**config.mk**
```make
export PLATFORM = sky130hd
export DESIGN_NAME = rau_iter_unit
export DESIGN_NICKNAME = d
export VERILOG_FILES = /design/src/rtl/rau_pkg.sv /design/src/rtl/rau_iter_unit.sv
export SDC_FILE = /design/constraint.sdc
export NUM_CORES = 1
export LEC_CHECK = 0
export BUFFER_PORTS_ARGS = -buffer_cell sky130_fd_sc_hd__buf_2
export CAP_MARGIN = 20
export CORE_ASPECT_RATIO = 0.75
export CORE_MARGIN = 2
export CORE_UTILIZATION = 40
export CTS_BUF_LIST = sky130_fd_sc_hd__clkbuf_4 sky130_fd_sc_hd__clkbuf_8
export DETAILED_ROUTE_END_ITERATION = 16
export GPL_TIMING_DRIVEN = 0
export HOLD_SLACK_MARGIN = 0.1
export SLEW_MARGIN = 20
export SYNTH_ARGS = -nofsm -noshare
export SYNTH_HDL_FRONTEND = slang
export SYNTH_SLANG_ARGS = --single-unit
export TNS_END_PERCENT = 50
```
**constraint.sdc**
```tcl
create_clock -name clk -period 15.3 [get_ports clk]
set_input_delay 2.295 -clock clk [delete_from_list [all_inputs] [get_ports clk]]
set_output_delay 2.295 -clock clk [all_outputs]
set_load 0.02 [all_outputs]
```
**src/rtl/rau_pkg.sv**
```systemverilog
// ----------------------------------------------------------------------------
// rau_pkg: shared types and codes for the rational arithmetic unit
// Opcodes, sign and compare codes, beat payloads and the iterative unit's
// control word.
// ----------------------------------------------------------------------------
package rau_pkg;

  localparam int FIELD_W = 32;

  // opcodes
  localparam logic [3:0] OP_REDUCE = 4'd0;
  localparam logic [3:0] OP_ADD    = 4'd1;
  localparam logic [3:0] OP_SUB    = 4'd2;
  localparam logic [3:0] OP_MUL    = 4'd3;
  localparam logic [3:0] OP_DIV    = 4'd4;
  localparam logic [3:0] OP_SCALE  = 4'd5;
  localparam logic [3:0] OP_EQ     = 4'd6;
  localparam logic [3:0] OP_NE     = 4'd7;
  localparam logic [3:0] OP_GT     = 4'd8;
  localparam logic [3:0] OP_LT     = 4'd9;
  localparam logic [3:0] OP_GE     = 4'd10;
  localparam logic [3:0] OP_LE     = 4'd11;

  // sign codes
  localparam logic [1:0] SGN_PLUS  = 2'd0;
  localparam logic [1:0] SGN_MINUS = 2'd1;
  localparam logic [1:0] SGN_NAN   = 2'd2;

  // compare answers
  localparam logic [1:0] CMP_FALSE   = 2'd0;
  localparam logic [1:0] CMP_TRUE    = 2'd1;
  localparam logic [1:0] CMP_UNKNOWN = 2'd2;

  typedef enum logic [1:0] {
    UOP_GCD,
    UOP_DIV,
    UOP_MUL
  } unit_op_t;

  typedef struct packed {
    logic     start;
    unit_op_t op;
  } unit_ctl_t;

  typedef struct packed {
    logic [3:0]         req_type;
    logic [31:0]        a_num;
    logic [31:0]        a_den;
    logic [1:0]         a_sign;
    logic [31:0]        b_num;
    logic [31:0]        b_den;
    logic [1:0]         b_sign;
    logic signed [31:0] scale_const;
  } req_t;

  typedef struct packed {
    logic [31:0] res_num;
    logic [31:0] res_den;
    logic [1:0]  res_sign;
    logic [1:0]  cmp_result;
    logic        overflow;
  } rsp_t;

endpackage

```
**src/rtl/rau_iter_unit.sv**
```systemverilog
// ----------------------------------------------------------------------------
// rau_iter_unit: shared iterative gcd / divide / multiply unit
// Binary gcd one step a cycle, restoring divide and shift-add multiply one
// bit a cycle, all through one add/subtract path. Done pulses for a cycle.
// ----------------------------------------------------------------------------
module rau_iter_unit #(
  parameter int DW = 32
) (
  input  logic                clk,
  input  logic                rst,
  input  rau_pkg::unit_ctl_t  ctl,
  input  logic [DW-1:0]       x,
  input  logic [DW-1:0]       y,
  output logic                done,
  output logic [DW-1:0]       lo,
  output logic [DW-1:0]       hi
);
  import rau_pkg::*;

  localparam int CW = $clog2(DW);
  localparam int KW = $clog2(DW + 1);

  logic [DW-1:0] u;
  logic [DW-1:0] v;
  logic [DW-1:0] d;
  logic [CW-1:0] cnt;
  logic [KW-1:0] k;
  logic          busy;
  unit_op_t      op;

  logic [DW:0]   add_a;
  logic [DW:0]   add_b;
  logic [DW:0]   add_s;
  logic          add_sub;
  logic [DW:0]   rem_sh;
  logic          qbit;
  logic [DW-1:0] gdiff_neg;

  // shared add/subtract path
  always_comb begin
    rem_sh  = {u, v[DW-1]};
    add_a   = '0;
    add_b   = '0;
    add_sub = 1'b0;
    case (op)
      UOP_DIV: begin
        add_a   = rem_sh;
        add_b   = {1'b0, d};
        add_sub = 1'b1;
      end
      UOP_MUL: begin
        add_a = {1'b0, u};
        add_b = v[0] ? {1'b0, d} : '0;
      end
      default: begin
        add_a   = {1'b0, u};
        add_b   = {1'b0, v};
        add_sub = 1'b1;
      end
    endcase
    add_s     = add_a + (add_sub ? ~add_b : add_b) + {{DW{1'b0}}, add_sub};
    gdiff_neg = ~add_s[DW-1:0] + {{(DW-1){1'b0}}, 1'b1};
    qbit      = ~add_s[DW];
  end

  // iteration control
  always_ff @(posedge clk) begin
    if (rst) begin
      busy <= 1'b0;
      done <= 1'b0;
    end else begin
      done <= 1'b0;
      if (ctl.start) begin
        busy <= 1'b1;
        op   <= ctl.op;
        k    <= '0;
        cnt  <= CW'(DW - 1);
        case (ctl.op)
          UOP_DIV: begin
            u <= '0;
            v <= x;
            d <= y;
          end
          UOP_MUL: begin
            u <= '0;
            v <= y;
            d <= x;
          end
          default: begin
            u <= x;
            v <= y;
            d <= '0;
          end
        endcase
      end else if (busy) begin
        case (op)
          UOP_DIV: begin
            u   <= qbit ? add_s[DW-1:0] : rem_sh[DW-1:0];
            v   <= {v[DW-2:0], qbit};
            cnt <= cnt - 1'b1;
            if (cnt == '0) begin
              busy <= 1'b0;
              done <= 1'b1;
            end
          end
          UOP_MUL: begin
            u   <= add_s[DW:1];
            v   <= {add_s[0], v[DW-1:1]};
            cnt <= cnt - 1'b1;
            if (cnt == '0) begin
              busy <= 1'b0;
              done <= 1'b1;
            end
          end
          default: begin
            if (u == '0 || v == '0) begin
              v    <= (u | v) << k;
              u    <= '0;
              busy <= 1'b0;
              done <= 1'b1;
            end else if (!u[0] && !v[0]) begin
              u <= u >> 1;
              v <= v >> 1;
              k <= k + 1'b1;
            end else if (!u[0]) begin
              u <= u >> 1;
            end else if (!v[0]) begin
              v <= v >> 1;
            end else if (!add_s[DW]) begin
              u <= add_s[DW-1:0];
            end else begin
              v <= gdiff_neg;
            end
          end
        endcase
      end
    end
  end

  assign lo = v;
  assign hi = u;

endmodule

```
==> results.yml, run 1 <==
power_and_ir_drop:
  finalPower_mw: 1.65
  sw_frac_of_total_pct: 52.9
  vdd_ir_drop_max_uv: 52.3
  combPwrFrac_pct: 60.9
  power_switching_uw: 874
  p_int_uw: 777
  leakage_nw: 4.84
  powerDensity_mw_per_mm2: 125
  pwr-share-clk_pct: 11.8
  seq_power_share_pct: 27.2
status:
  status: "complete, no violations"
clocking:
  tritoncts: "built"
  clkTransAtPathRegs_ns: 0.11
  clock-root-buffer: "clkbuf_8"
  ctsResizeCount: 0
  cts_buffers: 9
  cts.sinks: 111
  postCtsHoldBufs: 0
  clock_tree.buffer_depth: 2
  htree_levels: 3
  cts_setup_buffers: 0
  clk_latency_ns: 0.44
synthesis:
  synth.area.top_cells: "edfxtp_1 (28%), mux2_2 (7.2%), a22oi_1 (6.0%), nor2_1 (4.4%), a21oi_1 (4.2%)"
  ys_ff_latch: 111
  yosysWarnings: 0
  yosysUniqueCellTypes: 78
  syn_nets: 1485
  synth_edf_count: 109
  netlist.area_leader.share_pct: 27.8
  yosysTopAreaCell: "edfxtp_1"
  synth-main-ff-cell: "edfxtp_1"
  ys_seq_area_share_pct: 28.1
  syn_area_mm2: 0.0118
  syn_area_per_cell_um2: 8.57
  synthArstFlopShare_pct: 0
  syn_inst: 1376
setup_path:
  arrival_ns: 7.97
  cp.required_ns: 15.44
  worst-path-max-fanout: 10
  setup.worst_path.class: "flip-flop to flip-flop"
  ff2ff_setup_slack_ns: 7.47
  end_kind: "flip-flop"
  start_kind: "flip-flop"
floorplan:
  die_area_mm2: 0.0309
  io_pins: 134
  core_mm2: 0.0291
  die_w_um: 202
  start_util_pct: 40.6
  fp.dieH_um: 153
  rows: 54
global_routing:
  use_met3_pct: 10.4
  grt_overflow_total: 0
  grtUsageMet2_pct: 49.0
  antenna_found_initial: 0
  grt_start_max_net_pins: 21
  use_met1_pct: 55.6
  grt_pass1_vias: 12000
  grt_usage_pct: 36.7
  grt.busiest_layer: "met1"
  grt_pass1_wl_um: 83300
sta:
  report.final.slew_viol_count: 0
  clock.fmax_mhz: 128
  fin_skew_ns: 0.0187
  tns_ns: 0
  min_period_ns: 7.83
  finalCritPeriodShare_pct: 51.2
  final-hold-violation-count: 0
  setup_viol: 0
  slew_headroom_pct: 25.1
  rsz0062_at_grt: "no"
  worstMarginPinSlew_ns: 1.12
detailed_routing:
  drt_drc_violations_left: 0
  drt_iter0_markers: 2446
  routedWlPerCell_um: 30.6
  wl_um: 58700
  antenna_left: 0
  viasPerCell: 7.01
  drtPass1Iterations: 11
  via_count: 13400
final_layout:
  nets: 1631
  area_delta_synth_final_pct: 12.4
  layout-drive-gt1-share_pct: 17.0
  diodes: 0
job:
  max_cap_viol_count: 0
placement:
  gp_congestion: 1.06
  dp_hpwl_um: 46300
  io_buffers: 132
min_path:
  worst_hold_path_type: "flip-flop to flip-flop"
[final cells by class]
cell class | count | area, um^2
plain buffers | 109 | 434
clock buffers | 11 | 151
clock inverters | 5 | 40.0
fillers | 3021 | 15800
inverters | 17 | 63.8
multi-input cells | 1139 | 8020
flip-flops and latches | 111 | 3310
well taps | 392 | 490
repair buffers | 135 | 743
[Yosys cell counts, types with 4 or more instances]
library cell    n
ha_1           39
buf_1           8
o21ai_1         6
a21boi_0        5
nand4_1        18
o21ai_0        44
a21o_1         19
and2_1         13
nor2b_1        10
mux2i_1        42
or3_1          13
a211o_1         6
o21bai_1        5
xor2_1         50
o221ai_1       13
nand2b_1       17
and3_1          8
inv_1          17
a21oi_1        98
o22ai_1         9
nand3b_1        4
nand3_1        29
edfxtp_1      109
a22oi_1        94
xnor2_1        31
nand2_1        87
clkbuf_1       91
nor3_1         52
mux2_2         75
o211ai_1       22
o21a_1          4
a221o_1         4
a222oi_1       41
a31oi_1         7
a22o_1         15
or4_1           5
nor4_1         26
nor2_1        139
nor3b_1         4
a211oi_1       23
a221oi_1        8
buf_2           8
[worst paths after layout]
kind,startpoint,endpoint,cells after the start
setup / recovery,op[0],hi[2],21
hold / removal,busy,done,1
setup reg to reg,op[0],hi[2],21
hold reg to reg,busy,done,1
[logic make-up after synthesis]
| logic type | count (synthesis) | synth area share, % |
|---|---|---|
| AOI/OAI and AO/OA | 459 | 28.0 |
| and+or+nand+nor | 441 | 18.5 |
| buffers and inverters | 126 | 4.22 |
| muxes | 118 | 10.9 |
| DFF | 111 | 28.1 |
| xor gates and xnor gates | 81 | 6.02 |
| adders and majority gates | 40 | 4.31 |
[placed cells by master, fill, tap and decap left out, drive strengths merged, types with 5 or more instances in the layout]
cell and n:
mux2i 43, nor2 139, or3 13, nor3b 5
nand4 18, nand2 87, o21bai 5, and2 13
o21ai 50, nand2b 17, nor2b 10, o221ai 13
nor4 28, xor2 50, o22ai 9, xnor2 31
edfxtp 109, o211ai 23, and3 8, a211o 6
a31oi 9, a211oi 23, a21oi 99, clkbuf 102
a21boi 5, a21o 19, nand3 30, a222oi 41
a221oi 8, buf 153, mux2 75, a22oi 94
nor3 52, a22o 15, ha 39, inv 19
or4 5
[sequential cells by signal (all words and copies together), names as in the netlist]
| name | cells |
|---|---|
| d | 32 |
| busy | 1 |
| k | 6 |
| cnt | 5 |
| hi | 32 |
| done | 1 |
| lo | 32 |
| op | 2 |
[metrics by stage]
| stage | std cells | util [%] | hold slack [ns] | setup WS, ns | instance area [um^2] |
|---|---|---|---|---|---|
| global route | 1919 | 45.6 | 0.531 | 7.25 | 13300 |
| detailed placement | 1903 | 45.0 | 0.505 | 7.96 | 13100 |
| floorplan | 1376 | - | 0.473 | 9.10 | 11800 |
| finish | 1919 | 45.6 | 0.513 | 7.47 | 13300 |
| global placement | 1900 | 44.6 | 0.499 | 5.78 | 12900 |
| CTS | 1919 | 45.6 | 0.521 | 7.89 | 13300 |
[per-layer routing]
layer / share of wire (%) / vias up
li1: - / 5704
met5: 0 / -
met1: 43 / 6462
met3: 15 / 133
met4: 4.0 / 0
met2: 38 / 1145
[worst max-delay path, cell delays in order, from the launching register on]
cell and delay (ns):
edfxtp_1 0.41, inv_1 0.07, ha_1 0.42, clkbuf_1 0.71
a21oi_1 0.13, nor2_1 0.46, clkbuf_1 0.61, a22oi_1 0.27
xor2_1 0.22, ha_1 0.31, clkbuf_1 0.33, nand4_1 0.25
nor3_1 0.54, o2111a_1 0.40, nor2_1 0.13, o21ai_1 0.53
nand4_1 0.25, and3_1 0.26, buf_2 0.21, o21ai_0 0.17
clkbuf_1 0.54, o21ai_0 0.31
[power by group through the flow]
stage / Sequential [mW] / Clock, mW / Combinational, mW
after CTS: 0.444 / 0.192 / 0.972
after floorplan: 0.440 / 0 / 0.643
after global routing: 0.448 / 0.203 / 1.07
after detailed placement: 0.451 / 0 / 0.968
after global placement: 0.453 / 0 / 0.956
final: 0.449 / 0.195 / 1.01
(Power assumes the default switching activity.)
==> run 2: changes to the inputs <==
==> constraint.sdc (replaced) <==
create_clock -name clk -period 6.7 [get_ports clk]
set_input_delay 1.005 -clock clk [delete_from_list [all_inputs] [get_ports clk]]
set_output_delay 1.005 -clock clk [all_outputs]
set_load 0.02 [all_outputs]
==> results.yml, run 2 (synthesized netlist as in run 1, its figures left out) <==
status:
  status: "complete, no violations"
clocking:
  clock-root-buffer: "clkbuf_8"
  tritoncts: "built"
  cts.sinks: 111
  postCtsHoldBufs: 0
  htree_levels: 3
  clk_latency_ns: 0.44
  cts_buffers: 9
  clock_tree.buffer_depth: 2
  clkTransAtPathRegs_ns: 0.12
global_routing:
  grt_overflow_total: 0
  use_met1_pct: 55.6
  grt_usage_pct: 36.8
  grt.busiest_layer: "met1"
  use_met3_pct: 10.5
  grtUsageMet2_pct: 49.1
  grt_start_max_net_pins: 21
  grt_pass1_vias: 12100
  antenna_found_initial: 0
  grt_pass1_wl_um: 83400
floorplan:
  die_area_mm2: 0.0309
  start_util_pct: 40.6
  rows: 54
  core_mm2: 0.0291
  fp.dieH_um: 153
  io_pins: 134
  die_w_um: 202
power_and_ir_drop:
  leakage_nw: 4.89
  powerDensity_mw_per_mm2: 285
  finalPower_mw: 3.79
  vdd_ir_drop_max_uv: 120
final_layout:
  fin_util_pct: 45.9
  layout_common_cells: "buf_2 (140), nor2_1 (138), edfxtp_1 (109)"
  diodes: 0
  n_fill_cell: 3012
  nets: 1635
  final_cell_area_mm2: 0.0133
  layout-drive-gt1-share_pct: 18.1
  stdcell_count: 1923
  area_delta_synth_final_pct: 13.0
  final_common_cell: "buf_2"
sta:
  finalCritPeriodShare_pct: 97.8
  worstMarginPinSlew_ns: 1.15
  report.final.slew_viol_count: 0
  final-hold-violation-count: 0
  holdWs_ns: 0.513
  slew_headroom_pct: 23.6
  setup_viol: 0
  clock.fmax_mhz: 153
  min_period_ns: 6.55
  setup_slack_ns: 0.147
  rsz0062_at_grt: "yes"
  tns_ns: 0
  fin_skew_ns: 0.0174
detailed_routing:
  drt_iter0_markers: 2439
  drtPass1Iterations: 7
  wl_um: 58900
  via_count: 13500
  antenna_left: 0
  routedWlPerCell_um: 30.6
  drt_drc_violations_left: 0
  viasPerCell: 7.05
setup_path:
  ff2ff_setup_slack_ns: 0.15
  cpPeakStageDelay_ns: 0.60
  slowest_stage: "or4_1"
  crit_chain: "inv_1 > ha_1 > clkbuf_4 > a21oi_1 > nor2_2 > clkbuf_1 > a22oi_1 > xor2_1 > ha_1 > buf_2 > a21oi_1 > o21ai_1 > a221o_1 > nor2_1 > o21ai_2 > or4_1 > nand3_1 > and2_1 > clkbuf_1 > a21oi_1 > o21ai_0"
  arrival_ns: 6.77
  worst-path-max-fanout: 10
  cp.required_ns: 6.91
  worst-path-buf-inv: 5
  start_kind: "flip-flop"
  path_common_cell: "a21oi_1"
  setup.worst_path.class: "flip-flop to flip-flop"
  crit_family: "buffers and inverters"
  end_kind: "flip-flop"
placement:
  gp_congestion: 1.06
  dp_hpwl_um: 46300
  dp.cells: 1903
  io_buffers: 132
  placed_area_mm2: 0.0131
  post-place-ws_ns: -0.644
min_path:
  worst_hold_path_type: "flip-flop to flip-flop"
job:
  max_cap_viol_count: 0
[run 2: per-layer routing]
metal  vias up  wire (um)
met5         -          0
met4         0       2600
met3       162       8820
met2      1172      22400
met1      6506      25100
li1       5708          -
[run 2: power breakdown]
group	internal, mW	switching (mW)	total (mW)
combinational	0.761	1.55	2.31
clock	0.160	0.292	0.452
sequential	0.861	0.166	1.03
[run 2: repair_timing]
item,4_1_cts,5_1_grt
buffers inserted,2,2
endpoints found under the setup margin,125,113
gates resized for setup,6,16
pin swaps,1,2
cloned,0,0
[run 2: layout make-up]
class,count,area [um^2],share of cell area (%)
Buffer,109,447,3.35
Sequential cell,111,3310,24.9
Clock buffer,11,151,1.14
Inverter,17,63.8,0.479
Multi-Input combinational cell,1139,8050,60.4
Clock inverter,5,40.0,0.300
Tap cell,392,490,3.68
Timing Repair Buffer,139,773,5.80
[run 2: path summary, 6_finish.rpt]
path / startpoint / end / cells after the start
setup / recovery: op[0] / hi[2] / 21
hold / removal: busy / done / 1
setup reg to reg: op[0] / hi[2] / 21
hold reg to reg: busy / done / 1
[run 2: worst register-to-register path, stage by stage, from the launching register on]
cell	delay, ns
edfxtp_1	0.41
inv_1	0.07
ha_1	0.41
clkbuf_4	0.39
a21oi_1	0.11
nor2_2	0.29
clkbuf_1	0.48
a22oi_1	0.17
xor2_1	0.21
ha_1	0.33
buf_2	0.18
a21oi_1	0.17
o21ai_1	0.20
a221o_1	0.45
nor2_1	0.27
o21ai_2	0.20
or4_1	0.61
nand3_1	0.26
and2_1	0.24
clkbuf_1	0.55
a21oi_1	0.16
o21ai_0	0.18
==> run 3: changes to the inputs <==
--- a/config.mk
+++ b/config.mk
@@ -13,7 +13,8 @@
 export CTS_BUF_LIST = sky130_fd_sc_hd__clkbuf_4 sky130_fd_sc_hd__clkbuf_8
 export DETAILED_ROUTE_END_ITERATION = 16
 export GPL_TIMING_DRIVEN = 0
-export HOLD_SLACK_MARGIN = 0.1
+export HOLD_SLACK_MARGIN = 0.08
+export REMOVE_ABC_BUFFERS = 1
 export SLEW_MARGIN = 20
 export SYNTH_ARGS = -nofsm -noshare
 export SYNTH_HDL_FRONTEND = slang
==> results.yml, run 3 (synthesized netlist as in run 1, its figures left out) <==
status:
  status: "complete, no violations"
detailed_routing:
  drt_drc_violations_left: 0
  wl_met2_um: 20400
  viasPerCell: 6.66
  drt_iter0_markers: 1491
  antenna_left: 0
  wl_met3_um: 4910
  drt-met1-wl_um: 21800
  wl_um: 47700
  routedWlPerCell_um: 26.0
  top_layer_used: "met4"
  via_count: 12200
  drtPass1Iterations: 11
job:
  max_cap_viol_count: 0
floorplan:
  rows: 54
  die_area_mm2: 0.0309
  die_w_um: 202
  io_pins: 134
  fp.dieH_um: 153
  core_mm2: 0.0291
  start_util_pct: 40.6
sta:
  setup_viol: 0
  clock.fmax_mhz: 162
  worstMarginPinSlew_ns: 1.18
  tns_ns: 0
  fin_skew_ns: 0.0212
  finalCritPeriodShare_pct: 92.2
  final-hold-violation-count: 0
  min_period_ns: 6.18
  slew_headroom_pct: 20.5
  rsz0062_at_grt: "no"
  report.final.slew_viol_count: 0
  setup_slack_ns: 0.523
clocking:
  clock-root-buffer: "clkbuf_8"
  postCtsHoldBufs: 0
  tritoncts: "built"
  clkTransAtPathRegs_ns: 0.12
  cts_buffers: 9
  clock_tree.buffer_depth: 2
  clk_latency_ns: 0.47
  cts.sinks: 111
  htree_levels: 3
final_layout:
  area_delta_synth_final_pct: 14.5
  diodes: 0
  nets: 1548
  layout_common_cells: "nor2_1 (136), buf_2 (133), edfxtp_1 (109)"
  layout-drive-gt1-share_pct: 20.3
  n_fill_cell: 2891
  final_common_cell: "nor2_1"
  fin_util_pct: 46.5
setup_path:
  crit_chain: "inv_1 > ha_4 > buf_12 > a21oi_1 > nor2_4 > buf_16 > a22oi_1 > xor2_1 > ha_1 > a21oi_1 > o21ai_1 > a221o_1 > nor2_1 > o21ai_2 > or4_1 > nand3_1 > and2_2 > buf_16 > a222oi_1 > o211ai_1"
  arrival_ns: 6.44
  startpoint: "op[0]"
  cp.required_ns: 6.96
  rr_startpoint: "op[0]"
  end_kind: "flip-flop"
  slowest_stage: "or4_1"
  crit_family: "simple AND/OR/NAND/NOR gates"
  worst-path-buf-inv: 4
  worst-path-max-fanout: 24
  setup.worst_path.class: "flip-flop to flip-flop"
  cpPeakStageDelay_ns: 0.64
  start_kind: "flip-flop"
placement:
  gp_congestion: 0.909
  post-place-ws_ns: -0.300
  io_buffers: 133
  dp_hpwl_um: 36900
power_and_ir_drop:
  powerDensity_mw_per_mm2: 280
  finalPower_mw: 3.78
  vdd_ir_drop_max_uv: 116
  leakage_nw: 4.95
global_routing:
  grt_usage_pct: 30.2
  grt_pass1_wl_um: 71400
  antenna_found_initial: 1
  grt_start_max_net_pins: 55
  grt_pass1_vias: 11300
  grt_overflow_total: 0
min_path:
  hold_path_startpoint: "busy"
  worst_hold_path_type: "flip-flop to flip-flop"
## run 3: cell types whose count changed in the layout (fill, tap and decap cells not counted), moves of 4 or more
cell and change:
and2_2 +4, buf_16 +10, buf_8 +7, clkbuf_1 -83
buf_1 -8, clkbuf_2 -7, ha_1 -4, and2_1 -4
buf_12 +5, buf_2 -7
## run 3: cell type report
cell class                      instances  area, um^2  area share (%)
Clock buffer                           10         138            1.02
Clock inverter                          6         115           0.853
Inverter                               17        63.8           0.473
Multi-Input combinational cell       1139        8130            60.2
Sequential cell                       111        3310            24.5
Tap cell                              392         490            3.63
Timing Repair Buffer                  161        1250            9.29
## run 3: power by group
part | internal [mW] | leakage [nW] | switching (mW)
sequential | 0.861 | 1.03 | 0.153
clock | 0.260 | 0.123 | 0.295
combinational | 0.783 | 3.80 | 1.43
total | 1.90 | 4.95 | 1.87
## run 3: worst register-to-register path, cell delays in order (launching register included)
cell and delay [ns]:
edfxtp_1 0.48, inv_1 0.13, ha_4 0.41, buf_12 0.25, a21oi_1 0.15, nor2_4 0.20, buf_16 0.17, a22oi_1 0.11
xor2_1 0.18, ha_1 0.38, a21oi_1 0.29, o21ai_1 0.21, a221o_1 0.45, nor2_1 0.38, o21ai_2 0.25, or4_1 0.64
nand3_1 0.37, and2_2 0.48, buf_16 0.22, a222oi_1 0.11, o211ai_1 0.13
## run 3: per-layer routing
| metal | GRT usage, % | up-vias |
|---|---|---|
| li1 | - | 5553 |
| met1 | 44.8 | 5980 |
| met2 | 44.7 | 660 |
| met3 | 6.99 | 42 |
| met4 | 5.21 | 0 |
| met5 | 0 | - |
## run 3: through the flow
| step | instances | hold slack [ns] | instance area [um^2] |
|---|---|---|---|
| 3_5_place_dp | 1817 | 0.498 | 13200 |
| 6_report | 1836 | 0.517 | 13500 |
| 2_1_floorplan | 1267 | 0.473 | 11400 |
| 5_1_grt | 1836 | 0.541 | 13500 |
| 3_3_place_gp | 1792 | 0.485 | 12500 |
| 4_1_cts | 1834 | 0.514 | 13500 |
## run 3: final timing paths
| check | to | slack (ns) | cells past startpoint |
|---|---|---|---|
| max | hi[30] | 0.52 | 20 |
| min | done | 0.52 | 1 |
| max reg2reg | hi[30] | 0.52 | 20 |
| min reg2reg | done | 0.52 | 1 |
## run 3: timing repair
item	4_1_cts	5_1_grt
hold endpoints to repair	0	0
buffers inserted	1	2
endpoints found under the setup margin	58	91
pin swaps	1	2
resized for setup	4	4
